File: src/rtl/lhps_pkg.sv
// Package for the lamp and horn sequencer: types, codes and the horn segment ROM.
`timescale 1ns / 1ps
`default_nettype none
package lhps_pkg;

    // Field widths
    localparam int unsigned MS_W   = 12;
    localparam int unsigned HZ_W   = 12;
    localparam int unsigned CODE_W = 5;
    localparam int unsigned PAT_W  = 4;
    localparam int unsigned SEG_W  = 4;
    localparam int unsigned LEN_W  = SEG_W + 1;
    localparam int unsigned SUM_W  = MS_W + 1;

    // Longest pattern that is played; longer patterns end early
    localparam int unsigned MAX_SEGMENTS = 10;

    // Opcodes
    localparam logic OP_COMMAND = 1'b0;
    localparam logic OP_TICK    = 1'b1;

    // Command codes
    localparam logic [CODE_W-1:0] CMD_LAMP_LAST  = 5'd7;
    localparam logic [CODE_W-1:0] CMD_HORN_FIRST = 5'd8;
    localparam logic [CODE_W-1:0] CMD_HORN_LAST  = 5'd16;
    localparam logic [CODE_W-1:0] CMD_HORN_BASE  = 5'd7;

    // Lamp enable bits
    localparam int unsigned LAMP_LEFT   = 0;
    localparam int unsigned LAMP_RIGHT  = 1;
    localparam int unsigned LAMP_HIGH   = 2;
    localparam int unsigned LAMP_LOW    = 3;
    localparam int unsigned LAMP_FOG    = 4;
    localparam int unsigned LAMP_HAZARD = 5;
    localparam int unsigned LAMP_CABIN  = 6;
    localparam int unsigned LAMP_WIPER  = 7;

    // Register indexes
    localparam logic [1:0] REG_HALF_PERIOD = 2'd0;
    localparam logic [1:0] REG_NORMAL_HZ   = 2'd1;
    localparam logic [1:0] REG_LOW_HZ      = 2'd2;

    // Register reset values
    localparam logic [MS_W-1:0] HALF_PERIOD_RST = 12'd500;
    localparam logic [HZ_W-1:0] NORMAL_HZ_RST   = 12'd1000;
    localparam logic [HZ_W-1:0] LOW_HZ_RST      = 12'd500;

    // Segment tones
    localparam logic [1:0] TONE_SILENT = 2'd0;
    localparam logic [1:0] TONE_NORMAL = 2'd1;
    localparam logic [1:0] TONE_LOW    = 2'd2;

    // Segment durations
    localparam logic [MS_W-1:0] DUR_HALF  = 12'd500;
    localparam logic [MS_W-1:0] DUR_ONE   = 12'd1000;
    localparam logic [MS_W-1:0] DUR_TWO   = 12'd2000;
    localparam logic [MS_W-1:0] DUR_THREE = 12'd3000;

    // Patterns
    localparam logic [PAT_W-1:0] PAT_NONE       = 4'd0;
    localparam logic [PAT_W-1:0] PAT_ONE_SEC    = 4'd1;
    localparam logic [PAT_W-1:0] PAT_TWO_SEC    = 4'd2;
    localparam logic [PAT_W-1:0] PAT_THREE_SEC  = 4'd3;
    localparam logic [PAT_W-1:0] PAT_TWO_BEEP   = 4'd4;
    localparam logic [PAT_W-1:0] PAT_THREE_BEEP = 4'd5;
    localparam logic [PAT_W-1:0] PAT_FOUR_BEEP  = 4'd6;
    localparam logic [PAT_W-1:0] PAT_LONG_SHORT = 4'd7;
    localparam logic [PAT_W-1:0] PAT_URGENT     = 4'd8;
    localparam logic [PAT_W-1:0] PAT_ALARM      = 4'd9;

    typedef struct packed {
        logic [MS_W-1:0] half_period_ms;
        logic [HZ_W-1:0] normal_hz;
        logic [HZ_W-1:0] low_hz;
    } lhps_cfg_t;

    // State handed from the sequencer to the output stage
    typedef struct packed {
        logic             accepted;
        logic [7:0]       lamps;
        logic             phase;
        logic [PAT_W-1:0] pattern;
        logic [SEG_W-1:0] segment;
    } lhps_status_t;

    // Result item, lowest field last
    typedef struct packed {
        logic [HZ_W-1:0] horn_tone_hz;
        logic            horn_on;
        logic            wiper_active;
        logic            cabin_lamp_on;
        logic            fog_lamp_on;
        logic            dipped_beam_lit;
        logic            main_beam_lit;
        logic            right_blinker_on;
        logic            left_blinker_on;
        logic            command_accepted;
    } lhps_result_t;

    // Number of segments played for a pattern
    function automatic logic [LEN_W-1:0] pattern_len(input logic [PAT_W-1:0] pat);
        logic [LEN_W-1:0] n;
        begin
            case (pat)
                PAT_ONE_SEC, PAT_TWO_SEC, PAT_THREE_SEC: n = 5'd1;
                PAT_TWO_BEEP, PAT_LONG_SHORT:            n = 5'd3;
                PAT_THREE_BEEP:                          n = 5'd5;
                PAT_FOUR_BEEP:                           n = 5'd7;
                PAT_URGENT:                              n = 5'd9;
                PAT_ALARM:                               n = 5'd10;
                default:                                 n = 5'd0;
            endcase
            if (n > LEN_W'(MAX_SEGMENTS))
            begin
                n = LEN_W'(MAX_SEGMENTS);
            end
            return n;
        end
    endfunction

    // Segment duration in milliseconds
    function automatic logic [MS_W-1:0] seg_dur(input logic [PAT_W-1:0] pat,
                                                input logic [SEG_W-1:0] idx);
        logic [MS_W-1:0] d;
        begin
            d = '0;
            case (pat)
                PAT_ONE_SEC:   d = (idx == 4'd0) ? DUR_ONE : '0;
                PAT_TWO_SEC:   d = (idx == 4'd0) ? DUR_TWO : '0;
                PAT_THREE_SEC: d = (idx == 4'd0) ? DUR_THREE : '0;
                PAT_TWO_BEEP:  d = (idx < 4'd3) ? DUR_ONE : '0;
                PAT_THREE_BEEP: d = (idx < 4'd5) ? DUR_ONE : '0;
                PAT_FOUR_BEEP: d = (idx < 4'd7) ? DUR_ONE : '0;
                PAT_LONG_SHORT:
                begin
                    if (idx == 4'd2)
                    begin
                        d = DUR_THREE;
                    end
                    else if (idx < 4'd2)
                    begin
                        d = DUR_ONE;
                    end
                end
                PAT_URGENT:    d = (idx < 4'd9) ? DUR_HALF : '0;
                PAT_ALARM:     d = (idx < 4'd10) ? DUR_ONE : '0;
                default:       d = '0;
            endcase
            return d;
        end
    endfunction

    // Segment tone
    function automatic logic [1:0] seg_tone(input logic [PAT_W-1:0] pat,
                                            input logic [SEG_W-1:0] idx);
        logic [1:0] t;
        begin
            t = TONE_SILENT;
            case (pat)
                PAT_ONE_SEC, PAT_TWO_SEC, PAT_THREE_SEC:
                    t = (idx == 4'd0) ? TONE_NORMAL : TONE_SILENT;
                PAT_TWO_BEEP, PAT_LONG_SHORT:
                    t = (idx < 4'd3 && !idx[0]) ? TONE_NORMAL : TONE_SILENT;
                PAT_THREE_BEEP:
                    t = (idx < 4'd5 && !idx[0]) ? TONE_NORMAL : TONE_SILENT;
                PAT_FOUR_BEEP:
                    t = (idx < 4'd7 && !idx[0]) ? TONE_NORMAL : TONE_SILENT;
                PAT_URGENT:
                    t = (idx < 4'd9 && !idx[0]) ? TONE_NORMAL : TONE_SILENT;
                PAT_ALARM:
                begin
                    if (idx < 4'd10)
                    begin
                        t = idx[0] ? TONE_NORMAL : TONE_LOW;
                    end
                end
                default: t = TONE_SILENT;
            endcase
            return t;
        end
    endfunction

endpackage
`default_nettype wire

File: src/rtl/lhps_core.sv
// Sequencer with one shared subtractor: blink divider and horn segment walk.
`timescale 1ns / 1ps
`default_nettype none
module lhps_core
    import lhps_pkg::*;
(
    input  wire logic              clk,
    input  wire logic              rst_n,
    input  wire lhps_cfg_t         cfg,
    input  wire logic              in_valid,
    output logic                   in_ready,
    input  wire logic              in_opcode,
    input  wire logic [CODE_W-1:0] in_code,
    input  wire logic [MS_W-1:0]   in_ms,
    output logic                   done,
    input  wire logic              done_take,
    output lhps_status_t           status
);

    localparam logic [2:0] ST_IDLE = 3'd0;
    localparam logic [2:0] ST_DIV  = 3'd1;
    localparam logic [2:0] ST_HCMP = 3'd2;
    localparam logic [2:0] ST_HSUB = 3'd3;
    localparam logic [2:0] ST_DONE = 3'd4;

    localparam int unsigned DIV_STEPS = SUM_W;
    localparam int unsigned CNT_W     = $clog2(DIV_STEPS);

    logic [2:0]       state_reg, state_next;
    logic [7:0]       lamps_reg, lamps_next;
    logic             phase_reg, phase_next;
    logic [MS_W-1:0]  accum_reg, accum_next;
    logic [PAT_W-1:0] pat_reg, pat_next;
    logic [SEG_W-1:0] seg_reg, seg_next;
    logic [MS_W-1:0]  left_reg, left_next;
    logic [MS_W-1:0]  ms_reg, ms_next;
    logic [SUM_W-1:0] sum_reg, sum_next;
    logic [SUM_W-1:0] rem_reg, rem_next;
    logic [CNT_W-1:0] cnt_reg, cnt_next;
    logic             acc_reg, acc_next;

    logic [MS_W-1:0]  half_period;
    logic [SUM_W-1:0] shifted;
    logic [SUM_W-1:0] op_a, op_b;
    logic [SUM_W:0]   sub_full;
    logic [SUM_W-1:0] diff;
    logic             borrow;
    logic [LEN_W-1:0] seg_inc;
    logic [PAT_W-1:0] new_pat;
    logic [CODE_W-1:0] code_off;

    // Treat a zero half period as one millisecond
    assign half_period = (cfg.half_period_ms == '0) ? MS_W'(1) : cfg.half_period_ms;
    assign shifted     = {rem_reg[SUM_W-2:0], sum_reg[SUM_W-1]};
    assign seg_inc     = {1'b0, seg_reg} + LEN_W'(1);
    assign code_off    = in_code - CMD_HORN_BASE;
    assign new_pat     = code_off[PAT_W-1:0];

    // Pick operands for the shared subtractor
    always_comb
    begin
        case (state_reg)
            ST_DIV:
            begin
                op_a = shifted;
                op_b = {1'b0, half_period};
            end
            ST_HCMP:
            begin
                op_a = {1'b0, ms_reg};
                op_b = {1'b0, left_reg};
            end
            ST_HSUB:
            begin
                op_a = {1'b0, left_reg};
                op_b = {1'b0, ms_reg};
            end
            default:
            begin
                op_a = '0;
                op_b = '0;
            end
        endcase
    end

    assign sub_full = {1'b0, op_a} - {1'b0, op_b};
    assign diff     = sub_full[SUM_W-1:0];
    assign borrow   = sub_full[SUM_W];

    // Advance the sequencer
    always_comb
    begin
        state_next = state_reg;
        lamps_next = lamps_reg;
        phase_next = phase_reg;
        accum_next = accum_reg;
        pat_next   = pat_reg;
        seg_next   = seg_reg;
        left_next  = left_reg;
        ms_next    = ms_reg;
        sum_next   = sum_reg;
        rem_next   = rem_reg;
        cnt_next   = cnt_reg;
        acc_next   = acc_reg;
        case (state_reg)
            ST_IDLE:
            begin
                if (in_valid)
                begin
                    acc_next = 1'b0;
                    if (in_opcode == OP_COMMAND)
                    begin
                        state_next = ST_DONE;
                        if (in_code <= CMD_LAMP_LAST)
                        begin
                            lamps_next[in_code[2:0]] = 1'b1;
                            acc_next = 1'b1;
                        end
                        else if (in_code >= CMD_HORN_FIRST && in_code <= CMD_HORN_LAST)
                        begin
                            pat_next  = new_pat;
                            seg_next  = '0;
                            left_next = seg_dur(new_pat, '0);
                            acc_next  = 1'b1;
                        end
                    end
                    else
                    begin
                        state_next = ST_DIV;
                        sum_next   = {1'b0, accum_reg} + {1'b0, in_ms};
                        rem_next   = '0;
                        cnt_next   = CNT_W'(DIV_STEPS - 1);
                        ms_next    = in_ms;
                    end
                end
            end
            ST_DIV:
            begin
                // One restoring division step per cycle
                rem_next = borrow ? shifted : diff;
                sum_next = {sum_reg[SUM_W-2:0], 1'b0};
                cnt_next = cnt_reg - CNT_W'(1);
                if (cnt_reg == '0)
                begin
                    accum_next = borrow ? shifted[MS_W-1:0] : diff[MS_W-1:0];
                    phase_next = phase_reg ^ !borrow;
                    if (pat_reg != PAT_NONE && ms_reg != '0)
                    begin
                        state_next = ST_HCMP;
                    end
                    else
                    begin
                        state_next = ST_DONE;
                    end
                end
            end
            ST_HCMP:
            begin
                if (borrow)
                begin
                    // Tick ends inside the current segment
                    state_next = ST_HSUB;
                end
                else
                begin
                    ms_next = diff[MS_W-1:0];
                    if (seg_inc >= pattern_len(pat_reg))
                    begin
                        pat_next   = PAT_NONE;
                        seg_next   = '0;
                        left_next  = '0;
                        state_next = ST_DONE;
                    end
                    else
                    begin
                        seg_next  = seg_inc[SEG_W-1:0];
                        left_next = seg_dur(pat_reg, seg_inc[SEG_W-1:0]);
                        if (diff[MS_W-1:0] == '0)
                        begin
                            state_next = ST_DONE;
                        end
                    end
                end
            end
            ST_HSUB:
            begin
                left_next  = diff[MS_W-1:0];
                state_next = ST_DONE;
            end
            ST_DONE:
            begin
                if (done_take)
                begin
                    state_next = ST_IDLE;
                end
            end
            default:
            begin
                state_next = ST_IDLE;
            end
        endcase
    end

    // Hold state
    always_ff @(posedge clk or negedge rst_n)
    begin
        if (!rst_n)
        begin
            state_reg <= ST_IDLE;
            lamps_reg <= '0;
            phase_reg <= 1'b1;
            accum_reg <= '0;
            pat_reg   <= PAT_NONE;
            seg_reg   <= '0;
            left_reg  <= '0;
            ms_reg    <= '0;
            sum_reg   <= '0;
            rem_reg   <= '0;
            cnt_reg   <= '0;
            acc_reg   <= 1'b0;
        end
        else
        begin
            state_reg <= state_next;
            lamps_reg <= lamps_next;
            phase_reg <= phase_next;
            accum_reg <= accum_next;
            pat_reg   <= pat_next;
            seg_reg   <= seg_next;
            left_reg  <= left_next;
            ms_reg    <= ms_next;
            sum_reg   <= sum_next;
            rem_reg   <= rem_next;
            cnt_reg   <= cnt_next;
            acc_reg   <= acc_next;
        end
    end

    assign in_ready        = (state_reg == ST_IDLE);
    assign done            = (state_reg == ST_DONE);
    assign status.accepted = acc_reg;
    assign status.lamps    = lamps_reg;
    assign status.phase    = phase_reg;
    assign status.pattern  = pat_reg;
    assign status.segment  = seg_reg;

endmodule
`default_nettype wire

File: src/rtl/lhps_out_stage.sv
// Output stage: builds the result item from the state and holds it until taken.
`timescale 1ns / 1ps
`default_nettype none
module lhps_out_stage
    import lhps_pkg::*;
(
    input  wire logic         clk,
    input  wire logic         rst_n,
    input  wire lhps_cfg_t    cfg,
    input  wire logic         done,
    input  wire lhps_status_t status,
    output logic              done_take,
    output logic              out_valid,
    input  wire logic         out_ready,
    output lhps_result_t      out_item
);

    logic         valid_reg, valid_next;
    lhps_result_t item_reg;
    lhps_result_t snap;
    logic         hazard;
    logic [1:0]   tone;
    logic [HZ_W-1:0] hz;

    // Look up the tone of the current segment
    always_comb
    begin
        tone = TONE_SILENT;
        if ({1'b0, status.segment} < pattern_len(status.pattern))
        begin
            tone = seg_tone(status.pattern, status.segment);
        end
        case (tone)
            TONE_NORMAL: hz = cfg.normal_hz;
            TONE_LOW:    hz = cfg.low_hz;
            default:     hz = '0;
        endcase
    end

    // Build the snapshot
    assign hazard                = status.lamps[LAMP_HAZARD];
    assign snap.command_accepted = status.accepted;
    assign snap.left_blinker_on  = status.phase & (status.lamps[LAMP_LEFT] | hazard);
    assign snap.right_blinker_on = status.phase & (status.lamps[LAMP_RIGHT] | hazard);
    assign snap.main_beam_lit    = status.lamps[LAMP_HIGH];
    assign snap.dipped_beam_lit  = status.lamps[LAMP_LOW];
    assign snap.fog_lamp_on      = status.lamps[LAMP_FOG];
    assign snap.cabin_lamp_on    = status.lamps[LAMP_CABIN];
    assign snap.wiper_active     = status.lamps[LAMP_WIPER];
    assign snap.horn_on          = (hz != '0);
    assign snap.horn_tone_hz     = hz;

    // Load when the register is empty or being drained
    assign done_take  = done && (!valid_reg || out_ready);
    assign valid_next = done_take ? 1'b1 : (out_ready ? 1'b0 : valid_reg);

    always_ff @(posedge clk or negedge rst_n)
    begin
        if (!rst_n)
        begin
            valid_reg <= 1'b0;
        end
        else
        begin
            valid_reg <= valid_next;
        end
    end

    always_ff @(posedge clk)
    begin
        if (done_take)
        begin
            item_reg <= snap;
        end
    end

    assign out_valid = valid_reg;
    assign out_item  = item_reg;

endmodule
`default_nettype wire

File: src/rtl/lamp_and_horn_pattern_sequencer_unit.sv
// Lamp and horn pattern sequencer: top level with configuration registers.
//
// Input channel s_axis: one item is a command (tuser 0) or a time tick (tuser 1).
//   A command latches a lamp enable or starts a horn pattern; a tick adds
//   elapsed milliseconds to the blink timer and walks the horn segments.
// Output channel m_axis: one result item per input item, a snapshot of the
//   lamp and horn outputs after the update, plus the command accepted flag.
// Configuration: cfg_we writes cfg_wdata to register cfg_addr (0 half period,
//   1 normal tone, 2 low tone); write only while the block is idle.
// Sequence: a command goes to the done state when it is taken, and its result is
//   loaded into the output register when the output stage takes it. A tick runs
//   13 divider steps on the shared subtractor, then compares the rest of the tick
//   against each horn segment in turn, finishing segments, and subtracts it from the
//   segment in which it ends; then the result is loaded. The next item is taken the
//   cycle after the result is loaded, so no item is taken before the last is finished.
// Reset: lamps off, blink phase on, horn idle, registers at 500, 1000, 500 Hz/ms.
// Stall: while m_axis_tready is low a finished result waits in the output register;
//   the sequencer can finish one more item, then holds it; s_axis_tready stays low.
`timescale 1ns / 1ps
`default_nettype none
module lamp_and_horn_pattern_sequencer_unit
    import lhps_pkg::*;
(
    input  wire logic        clk,
    input  wire logic        rst_n,
    // Configuration write port
    input  wire logic        cfg_we,
    input  wire logic [1:0]  cfg_addr,
    input  wire logic [11:0] cfg_wdata,
    // Input items
    input  wire logic        s_axis_tvalid,
    output logic             s_axis_tready,
    input  wire logic [23:0] s_axis_tdata,  // [4:0] cmd_sel, [16:5] tick_ms
    input  wire logic [0:0]  s_axis_tuser,  // [0] opcode
    // Result items
    output logic             m_axis_tvalid,
    input  wire logic        m_axis_tready,
    output logic [23:0]      m_axis_tdata   // [0] command_accepted, [1] left_blinker_on,
                                            // [2] right_blinker_on, [3] main_beam_lit,
                                            // [4] dipped_beam_lit, [5] fog_lamp_on,
                                            // [6] cabin_lamp_on, [7] wiper_active,
                                            // [8] horn_on, [20:9] horn_tone_hz
);

    lhps_cfg_t    cfg_reg;
    lhps_status_t status;
    lhps_result_t out_item;
    logic         done;
    logic         done_take;

    // Hold configuration registers
    always_ff @(posedge clk or negedge rst_n)
    begin
        if (!rst_n)
        begin
            cfg_reg.half_period_ms <= HALF_PERIOD_RST;
            cfg_reg.normal_hz      <= NORMAL_HZ_RST;
            cfg_reg.low_hz         <= LOW_HZ_RST;
        end
        else if (cfg_we)
        begin
            case (cfg_addr)
                REG_HALF_PERIOD: cfg_reg.half_period_ms <= cfg_wdata;
                REG_NORMAL_HZ:   cfg_reg.normal_hz      <= cfg_wdata;
                REG_LOW_HZ:      cfg_reg.low_hz         <= cfg_wdata;
                default:         ;
            endcase
        end
    end

    lhps_core u_core (
        .clk       (clk),
        .rst_n     (rst_n),
        .cfg       (cfg_reg),
        .in_valid  (s_axis_tvalid),
        .in_ready  (s_axis_tready),
        .in_opcode (s_axis_tuser[0]),
        .in_code   (s_axis_tdata[4:0]),
        .in_ms     (s_axis_tdata[16:5]),
        .done      (done),
        .done_take (done_take),
        .status    (status)
    );

    lhps_out_stage u_out (
        .clk       (clk),
        .rst_n     (rst_n),
        .cfg       (cfg_reg),
        .done      (done),
        .status    (status),
        .done_take (done_take),
        .out_valid (m_axis_tvalid),
        .out_ready (m_axis_tready),
        .out_item  (out_item)
    );

    assign m_axis_tdata = {3'b000, out_item};

endmodule
`default_nettype wire
File: config.mk
export PLATFORM = sky130hd
export DESIGN_NAME = lamp_and_horn_pattern_sequencer_unit
export DESIGN_NICKNAME = d
export VERILOG_FILES = /design/src/rtl/lhps_pkg.sv /design/src/rtl/lhps_core.sv /design/src/rtl/lhps_out_stage.sv /design/src/rtl/lamp_and_horn_pattern_sequencer_unit.sv
export SDC_FILE = /design/constraint.sdc
export NUM_CORES = 1
export LEC_CHECK = 0
export ABC_AREA = 1
export ABC_CLOCK_PERIOD_IN_PS = 6900
export BUFFER_PORTS_ARGS = -buffer_cell sky130_fd_sc_hd__buf_2
export CAP_MARGIN = 10
export CORE_MARGIN = 2
export CORE_UTILIZATION = 60
export DETAILED_ROUTE_END_ITERATION = 7
export HOLD_SLACK_MARGIN = 0.08
export PLACE_DENSITY = 0.84
export SLEW_MARGIN = 20
export SYNTH_ARGS = -nofsm -noshare
export SYNTH_HDL_FRONTEND = slang
export SYNTH_SLANG_ARGS = --single-unit
File: constraint.sdc
create_clock -name clk -period 6.9 [get_ports clk]
set_clock_uncertainty 0.1 [all_clocks]
set_input_delay 0.69 -clock clk [delete_from_list [all_inputs] [get_ports clk]]
set_output_delay 0.69 -clock clk [all_outputs]
set_load 0.05 [all_outputs]
[Word level (Yosys, flattened, before mapping)]
Memories as Yosys holds them, arrays and structs flattened.
Cells that the tools add are included.
Storage, ports and cells
  register bits after elaboration: 144
  ROM bits: 128
  bits of input ports: 44
  output and inout port bits: 26
  logic and storage cells: 221
  memories kept: 2
Memory list
  (name not given): depth 16, bits a word 4, rd ports 1, clocked after Yosys merged registers in 0, write ports 0, line lhps_pkg.sv:104  | case (pat)
  (name not given): depth 16, bits a word 4, rd ports 1, clocked after Yosys merged registers in 0, write ports 0, line lhps_pkg.sv:104
Operators by class
  add/sub/neg operators: 5
  magnitude comparators: 20
  eq/ne operators: 37
  muxes and demuxes: 83
  bitwise logic cells: 7
  reduce and logical (&&, ||, !) cells: 41
Operators by type and width (count)
  $mux 12: 16
  $pmux 12 s9: 1
  $pmux 12 s2: 3
  $pmux 12 s3: 2
  $mux 10: 6
  $mux 4: 14
  $pmux 12 s4: 1
  $pmux 13 s3: 1
  $eq 4x3->1 const B: 8
  $mux 5: 6
  $mux 13: 2
  $pmux 13 s2: 1
  $logic_not 12->1: 2
  $mux 3: 8
  $pmux 4 s2: 3
  $reduce_bool 12->1: 2
  $eq 4x2->1 const B: 5
  $eq 4x4->1 const B: 4
  $lt 4x3->1 const B: 4
  $lt 4x4->1 const B: 4
  $pmux 3 s5: 1
  $sub 13x12->14: 1
  $add 12x12->13: 1
  $logic_not 4->1: 3
  48 further kinds: 94

[Depth between registers and ports, before layout]
Gate-level depths: netlist of run 1.
  word-level depth: 14
  mapped depth: 23
  gate-level depth less buffers: 22

[Hierarchy]
From an unflattened synthesis of run 1, not the netlist that was laid out.
Unflattened totals
  cells, all modules: 1262
  area total of the unflattened synthesis: 9360.2 um^2
Modules (own cells, without submodules)
  lhps_core: times used 1, cells each 930, area an instance 6492.5 um^2, seq. area each 2153.3 um^2
  lamp_and_horn_pattern_sequencer_unit: times used 1, cells each 166, area an instance 1527.7 um^2, seq. area each 923.4 um^2
  lhps_out_stage: times used 1, cells each 166, area an instance 1340.0 um^2, seq. area each 655.6 um^2

[Worst setup path after synthesis of run 1]
No wires, ideal clock.
  path type: register -> register
  start point: reg u_core.pat_reg[1]
  end point: reg u_out.item_reg, in the netlist u_out.out_item[8] (data pin)
  library setup time: 0.269 ns
  data arrival time: 2.977 ns
  data required time: 6.531 ns
  slack: 3.554 ns
  cell stages (with the launch flop): 21
  path buffers: 1
  clock period less this slack: 3.346 ns
  cell sequence: dfrtp_1 inv_1 ha_1 inv_1 nor3_1 inv_1 o21ai_0 inv_1 ha_1 a21o_1 a21oi_1 o21ai_0 a21oi_1 inv_1 ha_1 clkbuf_1 a22o_1 nand2_1 inv_1 nor4_1 nand3_1
RTL lines
  from (decl): line lhps_core.sv:33  | logic [PAT_W-1:0] pat_reg, pat_next;
  from (signal assigned): line lhps_core.sv:228  | pat_reg <= pat_next;
  to (signal assigned): line lhps_out_stage.sv:73  | item_reg <= snap;
  to (decl): line lhps_out_stage.sv:19  | lhps_result_t item_reg;

[Worst setup path in the final report of run 1]
  start point: reg u_core.state_reg[2]
  end point: reg u_core.state_reg[2]
On the way
  cells in the longest elaborated chain, start to end: 6
  elaborated cells on any way between the ends: 17
  classes of those cells: 1 x add/sub; 8 x eq/ne; 4 x mux; 4 x reduce/logical
RTL lines
  from (decl): line lhps_core.sv:29  | logic [2:0] state_reg, state_next;
  from (signal assigned): line lhps_core.sv:224  | state_reg <= state_next;
  $eq 3x2->1 / $eq 3x1->1 (equally long branches): line lhps_core.sv:62, lhps_core.sv:105
  $pmux 13 s3 / $pmux 12 s3 (equally long branches): line lhps_core.sv:62  | case (state_reg)
  $sub 13x12->14: line lhps_core.sv:86  | assign sub_full = {1'b0, op_a} - {1'b0, op_b};
  $logic_not 12->1: line lhps_core.sv:178  | if (diff[MS_W-1:0] == '0)
  $ne 4x1->1 (no line)
  $reduce_and 4->1 (no line)
Several ways; a longest one is shown, not always the timed one.
A chain may end at the register's enable or synchronous reset.

==> metrics.cfg, run 1 <==
[clocking]
cts_setup_buffers=0
ctsLongestPathBuffers=2
cts_hold_buf=0
cts_resized=0
cts_inserted_buffers=17
cts_root_buf=clkbuf_16
h-tree-depth=4
worst_skew_pair.late_latency_ns=0.42
tritoncts=yes
clk_pin_slew_ns=0.06
clkSinkCount=144

[worst_setup_path]
crit_buf_inv=4
crit_arrival_ns=5.01
timing.setup.critical_path_class=register to register
crit_fanout=35
crit_path_start_kind=register
crit_slowest_cell=nor2_4
critical-path-top-delay-family=simple AND/OR/NAND/NOR gates
worst_setup_path_end_kind=register
timing.critical_path.mode_cell=nand2_1
max_stage_delay_ns=0.71
critical_path.cell_chain=nor2_2 > inv_2 > nor2_4 > inv_2 > o22ai_1 > a21oi_1 > ha_1 > nand2_1 > nand2_1 > inv_2 > nand2_2 > nand3_1 > nand3_1 > nand2_1 > nand2_1 > inv_2 > nor2_1 > nand2_1 > nand3_1 > nand2_1
cp_data_required_time_ns=7.11

[detailed_routing]
dr.first_iter.drc_count=861
routed-via-count=8306
via_per_instance_ratio=5.80
wire_length_the_detailed_router_placed_on_met1_mm=10.4
maxUsedRoutingLayer=met4
drt_pre_antenna_iters=6
detail-route-antenna-nets=0
routedWlPerCell_um=16.0
detailroute.wirelength.met3_mm=1.79
route.met2.wl_mm=10.3
route.detailed.drc=0
route.final.wire_length_mm=22.9

[yosys]
synth.avg_cell_area_um2=7.55
mappedNetlistArea_um2=8980
synth_enable_flop_cells=21
seq_area_frac_synth=0.416
syn-instance-count=1189
post_synthesis_cell_type_count=47
postSynth.asyncResetShare=0.854
yosysWarnings=0
synth_top_family_by_area=simple AND/OR/NAND/NOR gates
flip_flop_and_latch_count_after_synthesis=144
synth_simple_gate_area_frac=0.243
synth_compound_area_frac=0.159
ys.flop_type=dfrtp_1
synth_fa_ha_area_frac=0.0727
post_synth_xor_area_fraction=0.0127
post_synth_mux_area_share=0

[global_route]
vias_in_the_first_global_route=7831
grt_use_total=0.297
grt_start_max_net_pins=67
globalRoute.totalOverflow=0
antenna_found_initial=0
grt_pass1_wl_mm=38.2

[sta]
max_slew_margin=0.395
f_max_mhz=208
rsz0062_at_grt=no
fin_crit_ns=4.80
finalCritPeriodShare=0.695
fin_setup_tns_ns=0
max_slew.worst_pin.slew_ns=0.905
fin_worst_hold_slack_ns=0.249
setup-violations-final=0
timing.final.hold_violations=0
final-max-slew-violation-count=0

[run]
drv.max_cap_violation_count=0

[pwr]
logic_gate_share_of_total_power=0.552
swShare=0.494
p_switching_mw=2.56
cellLeakagePower_nw=5.13
power.density_nw_per_um2=520
cellInternalPower_mw=2.63
vdd_ir_drop_max_mv=0.310
clock_power_share=0.185
share_seq_of_total_power=0.263

[die]
core_um2=14600
die_h_um=126
floorplan.rows=44
initial_core_utilization=0.616
die-area_um2=16000
number_of_ports_placed_on_the_die_boundary=70
chipWidth_um=126

[layout]
syn_to_final_growth_pct=11.1
drive_gt1_frac=0.114
most-common-layout-cells=332 x nand2_1, 170 x inv_1, 104 x dfrtp_1
n_antenna_cell=0
finish.net_count=1329
final_design_area_no_fill_um2=9980
final_common_cell=nand2_1
max_ffs_per_register=36

[outcome]
outcome=completed

[placed_design]
io_buffers=59
gp_routability_congestion=0.956
placement.cell_area_um2=9370
dpl.hpwl_mm=16.5

[hold_path]
hold_class=input pin to async pin

==> synthesized netlist by cell type, types with 3 or more instances <==
master	count	area share
a21oi_1	40	0.022
o22ai_1	21	0.015
ha_1	49	0.068
nand3_1	64	0.036
clkbuf_1	23	0.0096
nor2_2	4	0.0028
dfstp_2	19	0.056
nor2_4	3	0.0038
nand2_2	4	0.0028
nand2_1	332	0.14
a21o_1	3	0.0025
a31oi_1	5	0.0035
dfrtp_1	104	0.29
a221oi_1	6	0.0059
o21ai_1	23	0.013
o21bai_1	6	0.0050
buf_2	9	0.0050
nand3b_1	4	0.0033
xor2_1	11	0.011
nor4_1	10	0.0070
nor2_1	60	0.025
nor3_1	10	0.0056
edfxtp_1	21	0.070
inv_1	170	0.071
a22o_1	8	0.0078
inv_2	12	0.0050
o211ai_1	18	0.015
o21ai_0	96	0.054
nand4_1	18	0.013
o41ai_1	3	0.0029
o221ai_1	6	0.0059
buf_4	7	0.0059
==> cell type report <==
class	count	area (um2)
fillers	1165	4610
multi-input cells	825	4390
flip-flops and latches	144	3730
inverters	182	683
clock buffers	18	429
repair buffers	64	335
well taps	184	230
clock inverters	14	179
==> layer usage <==
| layer | global-route usage | up-vias |
|---|---|---|
| li1 | - | 4009 |
| met1 | 0.426 | 3945 |
| met2 | 0.460 | 320 |
| met3 | 0.0616 | 32 |
| met4 | 0.0847 | 0 |
| met5 | 0 | - |
==> power by group through the flow <==
stage / sequential, mW / combinational, mW / clock (mW)
6_report: 1.37 / 2.86 / 0.959
5_1_grt: 1.39 / 3.20 / 1.01
4_1_cts: 1.36 / 2.82 / 0.966
3_5_place_dp: 1.37 / 2.79 / 0
3_3_place_gp: 1.36 / 2.71 / 0
2_1_floorplan: 1.42 / 2.07 / 0
==> cell families after synthesis <==
kind of cell	count (synthesis)
other	1
DFF	144
adders and majority gates	51
buffers and inverters	222
and+or+nand+nor	515
AOI/OAI and AO/OA	243
xor gates and xnor gates	13
==> worst reg2reg max path, stage by stage (launching register included) <==
cell and delay, ns:
dfrtp_1 0.44, nor2_2 0.22, inv_2 0.14, nor2_4 0.71, inv_2 0.45, o22ai_1 0.31, a21oi_1 0.06, ha_1 0.39
nand2_1 0.08, nand2_1 0.10, inv_2 0.05, nand2_2 0.08, nand3_1 0.10, nand3_1 0.11, nand2_1 0.09, nand2_1 0.57
inv_2 0.17, nor2_1 0.25, nand2_1 0.14, nand3_1 0.11, nand2_1 0.05
==> final timing paths <==
path / start / to / slack (ns) / cells past startpoint
setup / recovery: u_core.state_reg[2] / u_core.state_reg[2] / 2.10 / 20
hold / removal: rst_n / u_core.lamps_reg[3] / 0.25 / 1
setup reg to reg: u_core.state_reg[2] / u_core.state_reg[2] / 2.10 / 20
hold reg to reg: u_core.lamps_reg[2] / u_out.out_item[3] / 0.34 / 0
max in group asynchronous: rst_n / u_core.accum_reg[1] / 5.19 / 2
min in group clk: u_core.lamps_reg[2] / u_out.out_item[3] / 0.34 / 0
==> per-stage QoR <==
stage | total power [mW] | std cells | worst slack (ns) | util
finish | 5.19 | 1431 | 2.10 | 0.684
global route | 5.60 | 1431 | 1.72 | 0.684
CTS | 5.14 | 1431 | 2.26 | 0.684
detailed placement | 4.15 | 1399 | 2.33 | 0.642
global placement | 4.07 | 1399 | 2.40 | 0.642
floorplan | 3.49 | 1191 | 3.55 | -
No activity file was read; power rests on OpenSTA's default activity.
==> run 2, diff against run 1 <==
--- a/config.mk
+++ b/config.mk
@@ -5,15 +5,15 @@
 export SDC_FILE = /design/constraint.sdc
 export NUM_CORES = 1
 export LEC_CHECK = 0
-export ABC_AREA = 1
-export ABC_CLOCK_PERIOD_IN_PS = 6900
+export ABC_AREA = 0
+export ABC_CLOCK_PERIOD_IN_PS = 4200
 export BUFFER_PORTS_ARGS = -buffer_cell sky130_fd_sc_hd__buf_2
 export CAP_MARGIN = 10
 export CORE_MARGIN = 2
-export CORE_UTILIZATION = 60
+export CORE_UTILIZATION = 55
 export DETAILED_ROUTE_END_ITERATION = 7
 export HOLD_SLACK_MARGIN = 0.08
-export PLACE_DENSITY = 0.84
+export PLACE_DENSITY = 0.81
 export SLEW_MARGIN = 20
 export SYNTH_ARGS = -nofsm -noshare
 export SYNTH_HDL_FRONTEND = slang
==> constraint.sdc (replaced) <==
create_clock -name clk -period 4.2 [get_ports clk]
set_clock_uncertainty 0.1 [all_clocks]
set_input_delay 0.42 -clock clk [delete_from_list [all_inputs] [get_ports clk]]
set_output_delay 0.42 -clock clk [all_outputs]
set_load 0.05 [all_outputs]
==> metrics.cfg, run 2 <==
[worst_setup_path]
worst_setup_path_end_kind=register
worst_r2r_endpoint=u_out.out_item[8]
critical-path-top-delay-family=simple AND/OR/NAND/NOR gates
crit_arrival_ns=3.99
timing.critical_path.mode_cell=o21ai_0
max_stage_delay_ns=0.43
crit_buf_inv=1
crit_path_start_kind=register
critical_path.cell_chain=inv_2 > ha_2 > nor2b_1 > and2_2 > o21ai_0 > o21ai_0 > ha_1 > nor2b_1 > o21a_1 > o21ai_0 > nand2b_1 > or3_1 > ha_2 > a22oi_1 > nor2_1 > nor4_1 > nand3_1
crit_slowest_cell=dfrtp_1
timing.setup.critical_path_class=register to register
crit_fanout=12
setup.reg_to_reg.worst_slack_ns=0.28
rr_startpoint=u_core.pat_reg[1]
cp_data_required_time_ns=4.27
timing.reg2reg.worst_path_depth=17

[global_route]
grt_start_max_net_pins=81
antenna_found_initial=0
grt_use_total=0.269
grt_pass1_wl_mm=37.4
vias_in_the_first_global_route=7278
globalRoute.totalOverflow=0

[layout]
syn_to_final_growth_pct=12.6
n_antenna_cell=0
most-common-layout-cells=120 x nand2_1, 104 x dfrtp_1, 70 x nor2_1
max_ffs_per_register=36
final_common_cell=nand2_1
regArea_um2=3730
area_of_combinational_cells_with_multiple_inputs_um2=4930
finish.cell_count_without_fillers=1209
drive_gt1_frac=0.231
finish.net_count=1075
fill_cells=1278

[hold_path]
whs_path_depth=2
timing.hold.worst.start=cfg_wdata[6]
hold_class=input pin to register
end_point_of_the_most_critical_hold_path=cfg_reg[6]

[sta]
setup-violations-final=0
final-max-slew-violation-count=0
fin_worst_hold_slack_ns=0.154
timing.final.hold_violations=0
fin_setup_tns_ns=0
max_slew_margin=0.427
f_max_mhz=255
max_slew.worst_pin.slew_ns=0.858
finalCritPeriodShare=0.932
fin_crit_ns=3.92
rsz0062_at_grt=no

[detailed_routing]
routed-via-count=7395
dr.first_iter.drc_count=647
drt_pre_antenna_iters=6
via_per_instance_ratio=6.12
routedWlPerCell_um=19.0
route.final.wire_length_mm=22.9
route.detailed.drc=0
detail-route-antenna-nets=0

[clocking]
clkSinkCount=144
cts_root_buf=clkbuf_16
cts_inserted_buffers=17
worst_skew_pair.late_latency_ns=0.44
clk_pin_slew_ns=0.06
h-tree-depth=4
ctsLongestPathBuffers=2
tritoncts=yes

[die]
number_of_ports_placed_on_the_die_boundary=70
floorplan.rows=46
die-area_um2=17400
initial_core_utilization=0.565
die_h_um=132
core_um2=15900
chipWidth_um=132

[yosys]
synth_enable_flop_cells=21
ys.flop_type=dfrtp_1
yosysWarnings=0
mappedNetlistArea_um2=9010
synth.avg_cell_area_um2=9.70
synth.top_cells.by_area=dfrtp_1 29%, mux2_2 7.7%, edfxtp_1 7.0%, ha_1 6.8%, dfstp_2 5.5%
postSynth.asyncResetShare=0.854
synth_top_area_cell=dfrtp_1
synth.top_cell.area_share=0.289
syn-instance-count=929
post_synthesis_cell_type_count=86
flip_flop_and_latch_count_after_synthesis=144
yosys.cell_count.top_type=nand2_1
synth.cells.most_frequent=120 x nand2_1, 104 x dfrtp_1, 70 x nor2_1, 62 x mux2_2, 52 x o21ai_0
seq_area_frac_synth=0.414

[run]
drv.max_cap_violation_count=0

[placed_design]
io_buffers=59
gp_routability_congestion=0.906
dpl.hpwl_mm=16.3
placed_cells_incl_taps=1174

[pwr]
power.density_nw_per_um2=887
report.power.total_mw=9.01
cellLeakagePower_nw=4.53
vdd_ir_drop_max_mv=0.436

[outcome]
outcome=completed

run 2: changes by cell type after synthesis, sizes merged, moves of 11 or more:
cell    previous run  this run
nand2            336       122
inv              182        39
mux2               0        78
o21ai            119        67
nand3             66        15
a22oi              2        26
nand4             18         2
nor2b              0        16
mux2i              0        14
o22ai             21         7
o211ai            18         6
a21o               3        14
run 2: worst max-delay path by stage:
stage,depth (start not counted),startpoint,end
3_3_place_gp,17,u_core.pat_reg[1],u_out.out_item[8]
4_1_cts,17,u_core.pat_reg[1],u_out.out_item[8]
5_1_grt,17,u_core.pat_reg[1],u_out.out_item[8]
3_5_place_dp,17,u_core.pat_reg[1],u_out.out_item[8]
2_1_floorplan,15,u_core.state_reg[0],u_core.ms_reg[10]
6_report,17,u_core.pat_reg[1],u_out.out_item[8]
run 2: worst reg2reg max path: cells and delay by family, from the launching register on:
kind / cells / cell delay (ns)
fa+ha+maj: 3 / 0.74
buf+inv: 1 / 0.13
simple gates: 8 / 1.43
compound gates: 5 / 0.84
flops: 1 / 0.43
run 2: final cells by class:
type                            count  area share
Clock buffer                       22      0.0510
Timing Repair Buffer               76      0.0450
Clock inverter                     10     0.00912
Tap cell                          216      0.0266
Inverter                           39      0.0144
Sequential cell                   144       0.368
Multi-Input combinational cell    702       0.486
run 2: power breakdown:
part / internal, mW / switching [mW]
combinational: 2.02 / 3.03
sequential: 1.97 / 0.439
clock: 0.940 / 0.616
run 2: metrics by stage:
step,instance area [um2],util,setup slack (ns)
2_1_floorplan,9020,-,0.489
3_3_place_gp,9490,0.595,0.158
3_5_place_dp,9490,0.595,0.150
4_1_cts,10100,0.633,0.0554
5_1_grt,10100,0.637,0.0272
6_report,10100,0.637,0.284
run 2: metal layers:
metal	global-route usage	part of all wire	up-vias
met5	0	0	-
met4	0.0996	0.028	0
met2	0.423	0.47	284
met1	0.368	0.44	3601
li1	-	-	3452
met3	0.0546	0.059	58
run 2: logic make-up (layout without fill, tap and decap cells):
| kind of cell | after synthesis | count (layout) | share of synthesized area |
|---|---|---|---|
| AND/OR/NAND/NOR | 298 | 298 | 0.158 |
| AO/OA/AOI/OAI | 240 | 240 | 0.178 |
| flip-flops | 144 | 144 | 0.414 |
| multiplexers | 92 | 92 | 0.118 |
| buffers and inverters | 85 | 147 | 0.0409 |
| adder cells (fa/ha/maj) | 51 | 51 | 0.0725 |
| XOR/XNOR | 18 | 18 | 0.0183 |
| other | 1 | 3 | 0.000416 |
run 2: timing repair:
action / 4_1_cts / 5_1_grt
hold buffers: 0 / 1
endpoints found under the setup margin: 0 / 23
resized for setup: 0 / 5
hold endpoints to repair: 0 / 60
setup buffers: 0 / 2
==> run 3, diff against run 2 <==
--- a/config.mk
+++ b/config.mk
@@ -13,7 +13,7 @@
 export CORE_UTILIZATION = 55
 export DETAILED_ROUTE_END_ITERATION = 7
 export HOLD_SLACK_MARGIN = 0.08
-export PLACE_DENSITY = 0.81
+export PLACE_DENSITY = 0.75
 export SLEW_MARGIN = 20
 export SYNTH_ARGS = -nofsm -noshare
 export SYNTH_HDL_FRONTEND = slang
==> metrics.cfg, run 3 (synthesized netlist as in run 2, its figures left out) <==
[sta]
fin_setup_tns_ns=0
final.setup.worst_slack_ns=0.293
f_max_mhz=256
final-max-slew-violation-count=0
fin_crit_ns=3.91
max_slew.worst_pin.slew_ns=1.03
finalCritPeriodShare=0.930
setup-violations-final=0
fin_worst_hold_slack_ns=0.0372
rsz0062_at_grt=no
timing.final.hold_violations=0
max_slew_margin=0.313

[layout]
finish.cell_count_without_fillers=1204
drive_gt1_frac=0.233
n_antenna_cell=0
syn_to_final_growth_pct=12.0
finish.net_count=1070
final_common_cell=nand2_1
max_ffs_per_register=36
most-common-layout-cells=120 x nand2_1, 104 x dfrtp_1, 69 x nor2_1
fill_cells=1297

[hold_path]
hold_class=input pin to async pin

[clocking]
h-tree-depth=4
cts_inserted_buffers=17
cts_root_buf=clkbuf_16
clk_pin_slew_ns=0.06
ctsLongestPathBuffers=2
worst_skew_pair.late_latency_ns=0.43
cts_hold_buf=0
tritoncts=yes
clkSinkCount=144

[die]
die-area_um2=17400
die_h_um=132
core_um2=15900
chipWidth_um=132
initial_core_utilization=0.565
number_of_ports_placed_on_the_die_boundary=70
floorplan.rows=46

[worst_setup_path]
max_stage_delay_ns=0.61
crit_slowest_cell=a21oi_4
crit_arrival_ns=4.09
rr_startpoint=u_core.state_reg[0]
crit_path_start_kind=register
worst_setup_path_end_kind=register
setup.reg_to_reg.worst_slack_ns=0.29
cp_data_required_time_ns=4.38
worst_r2r_endpoint=u_core.accum_reg[10]
crit_fanout=24
critical_path.cell_chain=inv_1 > nor2_1 > buf_4 > nand2_1 > a21oi_1 > ha_1 > nor2b_1 > o2111ai_1 > nand3_1 > a21bo_1 > a21oi_4 > mux2i_1 > o21ai_1
timing.reg2reg.worst_path_depth=13
timing.setup.critical_path_class=register to register

[detailed_routing]
via_per_instance_ratio=6.03
dr.first_iter.drc_count=684
route.final.wire_length_mm=22.0
routedWlPerCell_um=18.2
routed-via-count=7262
route.detailed.drc=0
detail-route-antenna-nets=0
drt_pre_antenna_iters=6

[pwr]
cellInternalPower_mw=4.78
p_switching_mw=4.00
clock_power_share=0.166
logic_gate_share_of_total_power=0.564
swShare=0.456
power.density_nw_per_um2=870
cellLeakagePower_nw=4.47
share_seq_of_total_power=0.271
vdd_ir_drop_max_mv=0.399
report.power.total_mw=8.78

[run]
drv.max_cap_violation_count=0

[placed_design]
detailedPlace.worstSlack_ns=0.0615
gp_routability_congestion=0.895
io_buffers=59
placed_cells_incl_taps=1171
dpl.hpwl_mm=15.7

[global_route]
vias_in_the_first_global_route=7015
grt_start_max_net_pins=75
antenna_found_initial=0
globalRoute.totalOverflow=0
grt_pass1_wl_mm=36.2
grt_use_total=0.259

[outcome]
outcome=completed

[run 3: power groups by stage]
stage / Clock [mW] / Sequential [mW] / Combinational, mW
after floorplan: 0 / 2.43 / 3.61
after global placement: 0 / 2.36 / 4.69
after CTS: 1.48 / 2.35 / 4.84
final: 1.46 / 2.38 / 4.95
after detailed placement: 0 / 2.37 / 4.80
after global routing: 1.54 / 2.43 / 5.42
[run 3: worst max path at each step]
stage,from,endpoint,slack [ns],cells past startpoint
floorplan,u_core.state_reg[0],u_core.ms_reg[10],0.49,15
global placement,u_core.pat_reg[1],u_out.out_item[8],0.16,17
detailed placement,u_core.pat_reg[1],u_out.out_item[8],0.06,17
CTS,u_core.pat_reg[1],u_out.out_item[8],0.006,17
global route,u_core.state_reg[0],u_core.accum_reg[10],0.04,13
finish,u_core.state_reg[0],u_core.accum_reg[10],0.29,13
[run 3: cell type report]
type / instances / area [um2] / area share
clock inverter: 9 / 83.8 / 0.00830
timing repair buffer: 71 / 417 / 0.0413
sequential: 144 / 3730 / 0.370
multi-input combinational: 702 / 4960 / 0.491
clock buffer: 23 / 488 / 0.0483
inverter: 39 / 146 / 0.0145
tap: 216 / 270 / 0.0268
[run 3: what timing repair did]
action / 4_1_cts / 5_1_grt
setup buffers: 0 / 0
endpoints found under the setup margin: 0 / 2
gates resized for setup: 0 / 11
[run 3: metal layers]
layer / routed length [um] / track usage / vias to the layer above
met1: 9980 / 0.360 / 3534
met3: 1300 / 0.0519 / 51
li1: - / - / 3427
met2: 10200 / 0.406 / 250
met5: 0 / 0 / -
met4: 515 / 0.0936 / 0
[run 3: stage by stage]
| step | utilization | cell area [um2] |
|---|---|---|
| 5_1_grt | 0.633 | 10100 |
| 4_1_cts | 0.630 | 10000 |
| 6_report | 0.633 | 10100 |
| 3_5_place_dp | 0.594 | 9480 |
| 3_3_place_gp | 0.594 | 9480 |
| 2_1_floorplan | - | 9020 |
[run 3: critical path: cells and delay by family, from the launching register on]
kind,cells,cell delay [ns]
buf+inv,2,0.41
simple gates,4,0.49
compound gates,5,1.70
fa+ha+maj,1,0.28
mux,1,0.37
flops,1,0.39
